==> src/rtl/gfp_pkg.sv <==
package gfp_pkg;

  localparam int unsigned REC_LEN = 35;
  localparam int unsigned POS_W   = 6;
  localparam int unsigned QDEPTH  = 4;
  localparam int unsigned QPTR_W  = $clog2(QDEPTH);
  localparam int unsigned QCNT_W  = $clog2(QDEPTH + 1);

  localparam logic [7:0] CH_B     = 8'h42;
  localparam logic [7:0] CH_A     = 8'h41;
  localparam logic [7:0] CH_S     = 8'h53;
  localparam logic [7:0] CH_W     = 8'h57;
  localparam logic [7:0] CH_MINUS = 8'h2d;
  localparam logic [7:0] CH_ZERO  = 8'h30;
  localparam logic [7:0] CH_NINE  = 8'h39;

  // what one character does to the field state
  typedef enum logic [3:0] {
    TK_NONE,
    TK_ERR,
    TK_HOUR,
    TK_MIN,
    TK_SEC,
    TK_LAT_DEG,
    TK_LAT_MIN,
    TK_SOUTH,
    TK_LON_DEG,
    TK_LON_MIN,
    TK_WEST,
    TK_PALT,
    TK_GALT,
    TK_PNEG,
    TK_GNEG
  } tok_kind_t;

  typedef struct packed {
    tok_kind_t  kind;
    logic [3:0] digit;
    logic       last;
    logic       full;   // line reached all record positions
  } token_t;

  function automatic logic [16:0] dec_step(logic [16:0] acc, logic [3:0] d);
    return 17'(acc * 17'd10) + 17'(d);
  endfunction

endpackage

==> src/rtl/gfp_in_if.sv <==
interface gfp_in_if;
  logic       valid;
  logic       ready;
  logic [7:0] character;
  logic       line_end;

  modport source (output valid, output character, output line_end, input ready);
  modport sink (input valid, input character, input line_end, output ready);
endinterface

==> src/rtl/gfp_out_if.sv <==
interface gfp_out_if;
  logic               valid;
  logic               ready;
  logic               valid_res;
  logic        [18:0] time_seconds;
  logic signed [23:0] latitude;
  logic signed [26:0] longitude;
  logic signed [17:0] baro_altitude;
  logic signed [17:0] gnss_altitude;

  modport source (
    output valid, output valid_res, output time_seconds, output latitude,
    output longitude, output baro_altitude, output gnss_altitude, input ready
  );
  modport sink (
    input valid, input valid_res, input time_seconds, input latitude,
    input longitude, input baro_altitude, input gnss_altitude, output ready
  );
endinterface

==> src/rtl/gfp_front.sv <==
module gfp_front (
  input  logic            clk,
  input  logic            rst_n,
  input  logic            in_valid,
  output logic            in_ready,
  input  logic [7:0]      in_character,
  input  logic            in_line_end,
  output logic            tok_valid,
  input  logic            tok_ready,
  output gfp_pkg::token_t tok
);
  import gfp_pkg::*;

  logic [POS_W-1:0] pos_r, pos_nxt;
  logic             is_digit;
  logic             accept;
  tok_kind_t        kind;

  assign is_digit = (in_character >= CH_ZERO) && (in_character <= CH_NINE);
  assign in_ready  = tok_ready;
  assign tok_valid = in_valid;
  assign accept    = in_valid && tok_ready;

  always_comb begin
    kind = TK_NONE;
    priority if (pos_r == POS_W'(0)) begin
      kind = (in_character == CH_B) ? TK_NONE : TK_ERR;
    end else if (pos_r <= POS_W'(2)) begin
      kind = is_digit ? TK_HOUR : TK_ERR;
    end else if (pos_r <= POS_W'(4)) begin
      kind = is_digit ? TK_MIN : TK_ERR;
    end else if (pos_r <= POS_W'(6)) begin
      kind = is_digit ? TK_SEC : TK_ERR;
    end else if (pos_r <= POS_W'(8)) begin
      kind = is_digit ? TK_LAT_DEG : TK_ERR;
    end else if (pos_r <= POS_W'(13)) begin
      kind = is_digit ? TK_LAT_MIN : TK_ERR;
    end else if (pos_r == POS_W'(14)) begin
      kind = (in_character == CH_S) ? TK_SOUTH : TK_NONE;
    end else if (pos_r <= POS_W'(17)) begin
      kind = is_digit ? TK_LON_DEG : TK_ERR;
    end else if (pos_r <= POS_W'(22)) begin
      kind = is_digit ? TK_LON_MIN : TK_ERR;
    end else if (pos_r == POS_W'(23)) begin
      kind = (in_character == CH_W) ? TK_WEST : TK_NONE;
    end else if (pos_r == POS_W'(24)) begin
      kind = (in_character == CH_A) ? TK_NONE : TK_ERR;
    end else if (pos_r <= POS_W'(29)) begin
      if (pos_r == POS_W'(25) && in_character == CH_MINUS) begin
        kind = TK_PNEG;
      end else begin
        kind = is_digit ? TK_PALT : TK_ERR;
      end
    end else if (pos_r < POS_W'(REC_LEN)) begin
      if (pos_r == POS_W'(30) && in_character == CH_MINUS) begin
        kind = TK_GNEG;
      end else begin
        kind = is_digit ? TK_GALT : TK_ERR;
      end
    end else begin
      kind = TK_NONE;   // past the record: ignored
    end
  end

  always_comb begin
    tok.kind  = kind;
    tok.digit = 4'(in_character - CH_ZERO);
    tok.last  = in_line_end;
    tok.full  = (pos_r >= POS_W'(REC_LEN - 1));
  end

  always_comb begin
    pos_nxt = pos_r;
    if (accept) begin
      if (in_line_end) begin
        pos_nxt = '0;
      end else if (pos_r < POS_W'(REC_LEN)) begin
        pos_nxt = pos_r + POS_W'(1);
      end
    end
  end

  always_ff @(posedge clk) begin
    if (!rst_n) begin
      pos_r <= '0;
    end else begin
      pos_r <= pos_nxt;
    end
  end

endmodule

==> src/rtl/gfp_fifo.sv <==
module gfp_fifo (
  input  logic            clk,
  input  logic            rst_n,
  input  logic            push_valid,
  output logic            push_ready,
  input  gfp_pkg::token_t push_data,
  output logic            pop_valid,
  input  logic            pop_ready,
  output gfp_pkg::token_t pop_data
);
  import gfp_pkg::*;

  token_t            mem_r [QDEPTH];
  logic [QPTR_W-1:0] wr_ptr_r, wr_ptr_nxt;
  logic [QPTR_W-1:0] rd_ptr_r, rd_ptr_nxt;
  logic [QCNT_W-1:0] cnt_r, cnt_nxt;
  logic              do_push;
  logic              do_pop;

  assign push_ready = (cnt_r != QCNT_W'(QDEPTH));
  assign pop_valid  = (cnt_r != '0);
  assign pop_data   = mem_r[rd_ptr_r];
  assign do_push    = push_valid && push_ready;
  assign do_pop     = pop_valid && pop_ready;

  always_comb begin
    wr_ptr_nxt = do_push ? wr_ptr_r + QPTR_W'(1) : wr_ptr_r;
    rd_ptr_nxt = do_pop ? rd_ptr_r + QPTR_W'(1) : rd_ptr_r;
    cnt_nxt    = cnt_r + QCNT_W'(do_push) - QCNT_W'(do_pop);
  end

  always_ff @(posedge clk) begin
    if (do_push) begin
      mem_r[wr_ptr_r] <= push_data;
    end
  end

  always_ff @(posedge clk) begin
    if (!rst_n) begin
      wr_ptr_r <= '0;
      rd_ptr_r <= '0;
      cnt_r    <= '0;
    end else begin
      wr_ptr_r <= wr_ptr_nxt;
      rd_ptr_r <= rd_ptr_nxt;
      cnt_r    <= cnt_nxt;
    end
  end

endmodule

==> src/rtl/gfp_back.sv <==
module gfp_back (
  input  logic                      clk,
  input  logic                      rst_n,
  input  logic                      tok_valid,
  output logic                      tok_ready,
  input  gfp_pkg::token_t           tok,
  output logic                      out_valid,
  input  logic                      out_ready,
  output logic                      out_valid_res,
  output logic               [18:0] out_time_seconds,
  output logic signed        [23:0] out_latitude,
  output logic signed        [26:0] out_longitude,
  output logic signed        [17:0] out_baro_altitude,
  output logic signed        [17:0] out_gnss_altitude
);
  import gfp_pkg::*;

  typedef struct packed {
    logic [6:0]  hour;
    logic [6:0]  minute;
    logic [6:0]  second;
    logic [6:0]  lat_deg;
    logic [16:0] lat_min;
    logic [9:0]  lon_deg;
    logic [16:0] lon_min;
    logic        south;
    logic        west;
    logic [16:0] palt;
    logic [16:0] galt;
    logic        pneg;
    logic        gneg;
    logic        err;
  } acc_t;

  acc_t acc_r, acc_nxt, applied;
  acc_t fin_r, fin_nxt;
  logic fin_valid_r, fin_valid_nxt;
  logic out_valid_r, out_valid_nxt;
  logic pop, fin_free, out_load;

  logic               res_valid;
  logic        [18:0] res_time;
  logic        [22:0] lat_mag;
  logic        [25:0] lon_mag;
  logic        [16:0] g_mag;
  logic               g_neg;
  logic signed [23:0] res_lat;
  logic signed [26:0] res_lon;
  logic signed [17:0] res_palt;
  logic signed [17:0] res_galt;

  logic               valid_res_r;
  logic        [18:0] time_r;
  logic signed [23:0] lat_r;
  logic signed [26:0] lon_r;
  logic signed [17:0] palt_r;
  logic signed [17:0] galt_r;

  // handshake between the stages
  assign out_load  = fin_valid_r && (!out_valid_r || out_ready);
  assign fin_free  = !fin_valid_r || out_load;
  assign tok_ready = !tok.last || fin_free;
  assign pop       = tok_valid && tok_ready;

  // field update for one character
  always_comb begin
    applied = acc_r;
    unique case (tok.kind)
      TK_NONE:    applied = acc_r;
      TK_ERR:     applied.err = 1'b1;
      TK_HOUR:    applied.hour = 7'(dec_step(17'(acc_r.hour), tok.digit));
      TK_MIN:     applied.minute = 7'(dec_step(17'(acc_r.minute), tok.digit));
      TK_SEC:     applied.second = 7'(dec_step(17'(acc_r.second), tok.digit));
      TK_LAT_DEG: applied.lat_deg = 7'(dec_step(17'(acc_r.lat_deg), tok.digit));
      TK_LAT_MIN: applied.lat_min = dec_step(acc_r.lat_min, tok.digit);
      TK_SOUTH:   applied.south = 1'b1;
      TK_LON_DEG: applied.lon_deg = 10'(dec_step(17'(acc_r.lon_deg), tok.digit));
      TK_LON_MIN: applied.lon_min = dec_step(acc_r.lon_min, tok.digit);
      TK_WEST:    applied.west = 1'b1;
      TK_PALT:    applied.palt = dec_step(acc_r.palt, tok.digit);
      TK_GALT:    applied.galt = dec_step(acc_r.galt, tok.digit);
      TK_PNEG:    applied.pneg = 1'b1;
      TK_GNEG:    applied.gneg = 1'b1;
      default:    applied = acc_r;
    endcase
    if (tok.last && !tok.full) begin
      applied.err = 1'b1;   // short line
    end
  end

  always_comb begin
    acc_nxt       = acc_r;
    fin_nxt       = fin_r;
    fin_valid_nxt = fin_valid_r && !out_load;
    if (pop) begin
      if (tok.last) begin
        acc_nxt       = '0;
        fin_nxt       = applied;
        fin_valid_nxt = 1'b1;
      end else begin
        acc_nxt = applied;
      end
    end
  end

  // result arithmetic on the finished line
  always_comb begin
    res_valid = !fin_r.err;
    res_time  = 19'(fin_r.hour) * 19'd3600 + 19'(fin_r.minute) * 19'd60
              + 19'(fin_r.second);
    lat_mag   = 23'(fin_r.lat_deg) * 23'd60000 + 23'(fin_r.lat_min);
    lon_mag   = 26'(fin_r.lon_deg) * 26'd60000 + 26'(fin_r.lon_min);
    g_mag     = fin_r.galt;
    g_neg     = fin_r.gneg;
    if (fin_r.palt != '0 && fin_r.galt == '0) begin
      g_mag = fin_r.palt;
      g_neg = fin_r.pneg;
    end
    res_lat  = fin_r.south ? -$signed({1'b0, lat_mag}) : $signed({1'b0, lat_mag});
    res_lon  = fin_r.west ? -$signed({1'b0, lon_mag}) : $signed({1'b0, lon_mag});
    res_palt = fin_r.pneg ? -$signed({1'b0, fin_r.palt}) : $signed({1'b0, fin_r.palt});
    res_galt = g_neg ? -$signed({1'b0, g_mag}) : $signed({1'b0, g_mag});
    if (!res_valid) begin
      res_time = '0;
      res_lat  = '0;
      res_lon  = '0;
      res_palt = '0;
      res_galt = '0;
    end
  end

  always_comb begin
    out_valid_nxt = out_valid_r;
    if (out_load) begin
      out_valid_nxt = 1'b1;
    end else if (out_ready) begin
      out_valid_nxt = 1'b0;
    end
  end

  always_ff @(posedge clk) begin
    if (!rst_n) begin
      acc_r       <= '0;
      fin_valid_r <= 1'b0;
      out_valid_r <= 1'b0;
    end else begin
      acc_r       <= acc_nxt;
      fin_valid_r <= fin_valid_nxt;
      out_valid_r <= out_valid_nxt;
    end
  end

  always_ff @(posedge clk) begin
    fin_r <= fin_nxt;
    if (out_load) begin
      valid_res_r <= res_valid;
      time_r      <= res_time;
      lat_r       <= res_lat;
      lon_r       <= res_lon;
      palt_r      <= res_palt;
      galt_r      <= res_galt;
    end
  end

  assign out_valid         = out_valid_r;
  assign out_valid_res     = valid_res_r;
  assign out_time_seconds  = time_r;
  assign out_latitude      = lat_r;
  assign out_longitude     = lon_r;
  assign out_baro_altitude = palt_r;
  assign out_gnss_altitude = galt_r;

endmodule

==> src/rtl/gps_fix_record_parser.sv <==
// channel   dir  beat                          payload
// in_chan   in   one record character          character[7:0], line_end
// out_chan  out  one parsed fix per line_end   valid_res, time_seconds[18:0],
//                                              latitude[23:0], longitude[26:0],
//                                              baro_altitude[17:0],
//                                              gnss_altitude[17:0]
//
// one character beat per cycle while the token queue is not full; set by the classify
// and digit accumulate steps
// out_chan valid rises once the line_end beat has passed the token queue and the line
// snapshot and has then been loaded into the output register
// reset (rst_n low, synchronous) clears the position, the field state and all queues
// either side may stall: the token queue and the output register absorb it
module gps_fix_record_parser (
  input logic       clk,
  input logic       rst_n,
  gfp_in_if.sink    in_chan,
  gfp_out_if.source out_chan
);
  import gfp_pkg::*;

  // classified character tokens, front to queue
  logic   fq_valid;
  logic   fq_ready;
  token_t fq_tok;

  // queue to back end
  logic   qb_valid;
  logic   qb_ready;
  token_t qb_tok;

  // front end: position counter and per-character field decode
  gfp_front u_front (
    .clk          (clk),
    .rst_n        (rst_n),
    .in_valid     (in_chan.valid),
    .in_ready     (in_chan.ready),
    .in_character (in_chan.character),
    .in_line_end  (in_chan.line_end),
    .tok_valid    (fq_valid),
    .tok_ready    (fq_ready),
    .tok          (fq_tok)
  );

  // short token queue so the front keeps taking beats while the back end waits
  gfp_fifo u_fifo (
    .clk        (clk),
    .rst_n      (rst_n),
    .push_valid (fq_valid),
    .push_ready (fq_ready),
    .push_data  (fq_tok),
    .pop_valid  (qb_valid),
    .pop_ready  (qb_ready),
    .pop_data   (qb_tok)
  );

  // back end: field accumulators, line snapshot, result arithmetic, output register
  gfp_back u_back (
    .clk               (clk),
    .rst_n             (rst_n),
    .tok_valid         (qb_valid),
    .tok_ready         (qb_ready),
    .tok               (qb_tok),
    .out_valid         (out_chan.valid),
    .out_ready         (out_chan.ready),
    .out_valid_res     (out_chan.valid_res),
    .out_time_seconds  (out_chan.time_seconds),
    .out_latitude      (out_chan.latitude),
    .out_longitude     (out_chan.longitude),
    .out_baro_altitude (out_chan.baro_altitude),
    .out_gnss_altitude (out_chan.gnss_altitude)
  );

endmodule
==> src/flat_wrapper.sv <==
// flat-port wrapper written by rule: the top's interface ports become plain ports
module gps_fix_record_parser_flat import gfp_pkg::*;
  (clk, rst_n, in_chan_valid, in_chan_character, in_chan_line_end, in_chan_ready, out_chan_valid, out_chan_valid_res, out_chan_time_seconds, out_chan_latitude, out_chan_longitude, out_chan_baro_altitude, out_chan_gnss_altitude, out_chan_ready);
  gfp_in_if in_chan_i ();
  gfp_out_if out_chan_i ();
  input logic clk;
  input logic rst_n;
  input wire logic [$bits(in_chan_i.valid)-1:0] in_chan_valid;
  input wire logic [$bits(in_chan_i.character)-1:0] in_chan_character;
  input wire logic [$bits(in_chan_i.line_end)-1:0] in_chan_line_end;
  output wire logic [$bits(in_chan_i.ready)-1:0] in_chan_ready;
  output wire logic [$bits(out_chan_i.valid)-1:0] out_chan_valid;
  output wire logic [$bits(out_chan_i.valid_res)-1:0] out_chan_valid_res;
  output wire logic [$bits(out_chan_i.time_seconds)-1:0] out_chan_time_seconds;
  output wire logic [$bits(out_chan_i.latitude)-1:0] out_chan_latitude;
  output wire logic [$bits(out_chan_i.longitude)-1:0] out_chan_longitude;
  output wire logic [$bits(out_chan_i.baro_altitude)-1:0] out_chan_baro_altitude;
  output wire logic [$bits(out_chan_i.gnss_altitude)-1:0] out_chan_gnss_altitude;
  input wire logic [$bits(out_chan_i.ready)-1:0] out_chan_ready;
  assign in_chan_i.valid = in_chan_valid;
  assign in_chan_i.character = in_chan_character;
  assign in_chan_i.line_end = in_chan_line_end;
  assign in_chan_ready = in_chan_i.ready;
  assign out_chan_valid = out_chan_i.valid;
  assign out_chan_valid_res = out_chan_i.valid_res;
  assign out_chan_time_seconds = out_chan_i.time_seconds;
  assign out_chan_latitude = out_chan_i.latitude;
  assign out_chan_longitude = out_chan_i.longitude;
  assign out_chan_baro_altitude = out_chan_i.baro_altitude;
  assign out_chan_gnss_altitude = out_chan_i.gnss_altitude;
  assign out_chan_i.ready = out_chan_ready;
  gps_fix_record_parser u_core (.clk(clk), .rst_n(rst_n), .in_chan(in_chan_i), .out_chan(out_chan_i));
endmodule
==> config.mk <==
export PLATFORM = sky130hd
export DESIGN_NAME = gps_fix_record_parser_flat
export DESIGN_NICKNAME = d
export VERILOG_FILES = /design/src/rtl/gfp_pkg.sv /design/src/rtl/gfp_in_if.sv /design/src/rtl/gfp_out_if.sv /design/src/rtl/gfp_front.sv /design/src/rtl/gfp_fifo.sv /design/src/rtl/gfp_back.sv /design/src/rtl/gps_fix_record_parser.sv /design/src/flat_wrapper.sv
export SDC_FILE = /design/constraint.sdc
export NUM_CORES = 1
export LEC_CHECK = 0
export BUFFER_PORTS_ARGS = -buffer_cell sky130_fd_sc_hd__buf_2
export CAP_MARGIN = 20
export CORE_ASPECT_RATIO = 1.1
export CORE_MARGIN = 4
export CORE_UTILIZATION = 55
export DETAILED_ROUTE_END_ITERATION = 10
export PLACE_DENSITY = 0.76
export SLEW_MARGIN = 20
export SYNTH_ARGS = -nofsm -noshare
export SYNTH_HDL_FRONTEND = slang
export SYNTH_SLANG_ARGS = --single-unit
==> constraint.sdc <==
create_clock -name clk -period 12.4 [get_ports clk]
set_input_delay 2.48 -clock clk [delete_from_list [all_inputs] [get_ports clk]]
set_output_delay 2.48 -clock clk [all_outputs]
set_load 0.005 [all_outputs]
==> reports/summary.log <==
[status] result of the run finished, final reports clean
[cells_and_area] antenna cells 0
[timing] Final Setup Violations 0
[timing] worst rel slew slack 0.272
[global_routing] maximum number of pins on one net before global-route repair 89
[route] count of vias placed by the detailed router 22300
[route] final wirelength 66400 um
[synthesis] Cell Area, Synth 0.0298 mm2
[critical_path] worst setup path startpoint u_core.u_back.fin_r[64]$_DFFE_PP_
[clock_network] CTS resizes 0
[timing] count of endpoints failing hold in the final timing report 0
[min_path] type of the worst min-delay path register to register
[die] area of the placeable core 0.0536 mm2
[synthesis] Synth Flop Type edfxtp_1
[synthesis] portion of synthesized cell area occupied by the leading cell type 0.260
[timing] Least-Margin Pin Slew 1.09 ns
[timing] max frequency 0.139 GHz
[clock_network] H-tree lvl count 2
[synthesis] most repeated cell in the gate-level netlist after synthesis ha_1
[min_path] Worst Hold Depth 2
[clock_network] number of buffers inserted during clock tree synthesis 41
[cells_and_area] filler cell count in the final layout 4345
[critical_path] type of the worst setup path register to register
[die] Rows 89
[clock_network] Clock Path Buffers 3
[critical_path] arrival time at the worst endpoint 7.49 ns
[die] horizontal die dimension 230 um
[synthesis] async set-reset flop share out of synthesis 0
[timing] final-layout setup total negative slack 0 ns
[synthesis] list of most frequent post-synthesis cells 378 x ha_1, 259 x nor2_1, 258 x edfxtp_1
[timing] count of final max-slew check failures 0
[clock_network] number of setup buffers added after CTS 0
[synthesis] Yosys warning count 0
[synthesis] synthesized instance count 2996
[route] uppermost routed layer met4
[global_routing] first-pass GRT wire length 111000 um
[route] detailed-routing wirelength on met1 29100 um
[clock_network] clock tree from TritonCTS built
[clock_network] Root Buffer clkbuf_16
[cells_and_area] layout overhead on the synthesized area 8.89%
[route] routed wire length on met3 3010 um
[route] number of remaining DRC errors 0
[clock_network] Skew-Pair Late Insertion Delay 0.57 ns
[synthesis] synthesized area divided by synthesized cell count 9.94 um2
[critical_path] startpoint kind of the worst setup timing path register
[route] vias per cell 5.81
[cells_and_area] # nets final 3560
[clock_network] hold buffer count at cts 0
[critical_path] required time worst endpoint 12.70 ns
[critical_path] startpoint of the worst-slack reg-to-reg timing path u_core.u_back.fin_r[64]$_DFFE_PP_
[timing] unrepaired setup endpoints after global routing false
[clock_network] clock-pin slew of the registers on the worst-case setup and hold paths 0.06 ns
[synthesis] Synth area leaders edfxtp_1 26%, ha_1 16%, dfxtp_1 8.6%
[place] last weighted congestion value of the routability-driven placer 0.892
[global_routing] number of antenna violations at the first check in global routing 0
[synthesis] sequential fraction of the synthesis area 0.346
[place] estimated wirelength of the detail-placed design 49700 um
[timing] fin crit period 7.19 ns
[global_routing] GRT Resource Usage Total 0.227
[min_path] origin of the worst min-delay path u_core.u_back.acc_r[37]$_SDFFE_PN0P_
[global_routing] global route overflow 0
[clock_network] CTS sink cnt 386
[synthesis] Post-synth EDFFs 258
[timing] portion of the clock cycle consumed by the worst path in the final layout 0.580
[synthesis] Synth cell types 84
[critical_path] element type at the critical path end register
[synthesis] cell taking the most area after synthesis edfxtp_1
[critical_path] number of cells traversed by the worst register-to-register path 23
[synthesis] Synthesized Nets 3475
[die] Total Die Area 0.0579 mm2
[die] initial core utilization 0.556
[critical_path] largest fanout on the critical path 9
[route] first-iteration detailed-routing DRC count 1416
[route] number of nets still failing antenna checks after routing 0
[die] # IOs 122
[global_routing] vias in the first global route 22400
[die] height of the chip 252 um
[route] count of TritonRoute iterations in the first routing pass 6
[route] met2 routed WL 32100 um
[route] per-cell routed wire length 17.3 um
[cells_and_area] layout cells sized above 1 0.0906
[run] max-cap violations 0
[place] quantity of I/O buffers inserted on ports 121
[synthesis] Yosys reg bits 386
[timing] final worst clock skew 0.0233 ns
[metrics by stage]
| stage | utilization | hold slack [ns] | instances | area [um2] | worst slack (ns) |
|---|---|---|---|---|---|
| final | 0.605 | 0.464 | 3842 | 32400 | 5.21 |
| after detailed placement | 0.580 | 0.453 | 3766 | 31100 | 5.28 |
| after floorplan | - | 0.429 | 2996 | 29800 | 4.52 |
| after global placement | 0.580 | 0.441 | 3766 | 31100 | 5.52 |
| after CTS | 0.605 | 0.467 | 3842 | 32400 | 5.20 |
| after global routing | 0.605 | 0.507 | 3842 | 32400 | 4.71 |
[area by class of cell]
| cell class | instances | area [um2] | share of cell area |
|---|---|---|---|
| Clock buffer | 60 | 1140 | 0.0351 |
| Tap cell | 728 | 911 | 0.0281 |
| Multi-Input combinational cell | 2292 | 18300 | 0.564 |
| Clock inverter | 16 | 210 | 0.00648 |
| Inverter | 227 | 855 | 0.0264 |
| Timing Repair Buffer | 133 | 696 | 0.0215 |
| Sequential cell | 386 | 10300 | 0.318 |
[registers in the layout, summed over array words and instances, names as in the netlist, 2 cells and up, named ones only]
name and cells:
u_core.u_back.acc_r 111, u_core.u_back.fin_r 111, u_core.u_back.out_baro_altitude 18, u_core.u_back.out_gnss_altitude 18, u_core.u_back.out_latitude 24, u_core.u_back.out_longitude 27
u_core.u_back.out_time_seconds 19, u_core.u_fifo.cnt_r 3, u_core.u_fifo.mem_r 40, u_core.u_fifo.rd_ptr_r 2, u_core.u_fifo.wr_ptr_r 2, u_core.u_front.pos_r 6
[final timing paths]
| kind | to | slack, ns |
|---|---|---|
| worst max-delay path | u_core.u_back.out_longitude[24]$_SDFFCE_PP0P_ | 5.21 |
| worst min-delay path | u_core.u_back.acc_r[37]$_SDFFE_PN0P_ | 0.46 |
| worst max register to register | u_core.u_back.out_longitude[24]$_SDFFCE_PP0P_ | 5.21 |
| worst min register to register | u_core.u_back.acc_r[37]$_SDFFE_PN0P_ | 0.46 |
[layout by cell type (no fill, tap or decap), types with 27 or more instances in the layout]
cell	instances
nor2b_1	111
xnor2_1	181
inv_1	225
nand3_1	55
clkbuf_16	42
a21oi_1	173
a22oi_1	88
dfxtp_1	128
ha_1	378
o21ai_0	132
buf_2	121
fa_1	88
nand2_1	149
a21o_1	45
nor3_1	45
xor2_1	115
nor2_1	255
mux2_2	42
and3_1	27
edfxtp_1	258
[logic make-up (layout without fill, tap and decap cells)]
group	Yosys count	count (layout)	share of synthesized area
buf+inv	318	436	0.0403
compound gates	638	638	0.141
flops	386	386	0.346
xor+xnor	297	297	0.0878
simple gates	827	827	0.139
mux	64	64	0.0275
fa+ha+maj	466	466	0.218
[critical path, cell delays in order, from the launching register on]
cell       delay, ns
edfxtp_1        0.55
ha_1            0.37
ha_1            0.28
inv_1           0.05
fa_1            0.53
inv_1           0.05
fa_1            0.56
fa_1            0.43
ha_1            0.43
a21o_1          0.22
a211oi_1        0.40
o21ai_0         0.16
xor2_1          0.17
ha_1            0.35
o21a_1          0.16
or2_2           0.13
nand3_1         0.07
or3b_2          0.48
a2111oi_0       0.59
and2_1          0.27
a22oi_1         0.12
o21ai_0         0.27
xnor2_1         0.17
nor2_1          0.07
[per-layer routing]
metal	vias to the layer above	GRT usage
met2	545	0.397
met4	0	0.0728
met3	118	0.0308
met1	10800	0.293
li1	10900	-
met5	-	0
Power is not shown: default switching activity piles up to over one toggle a cycle in this logic, so the estimate is an artifact.
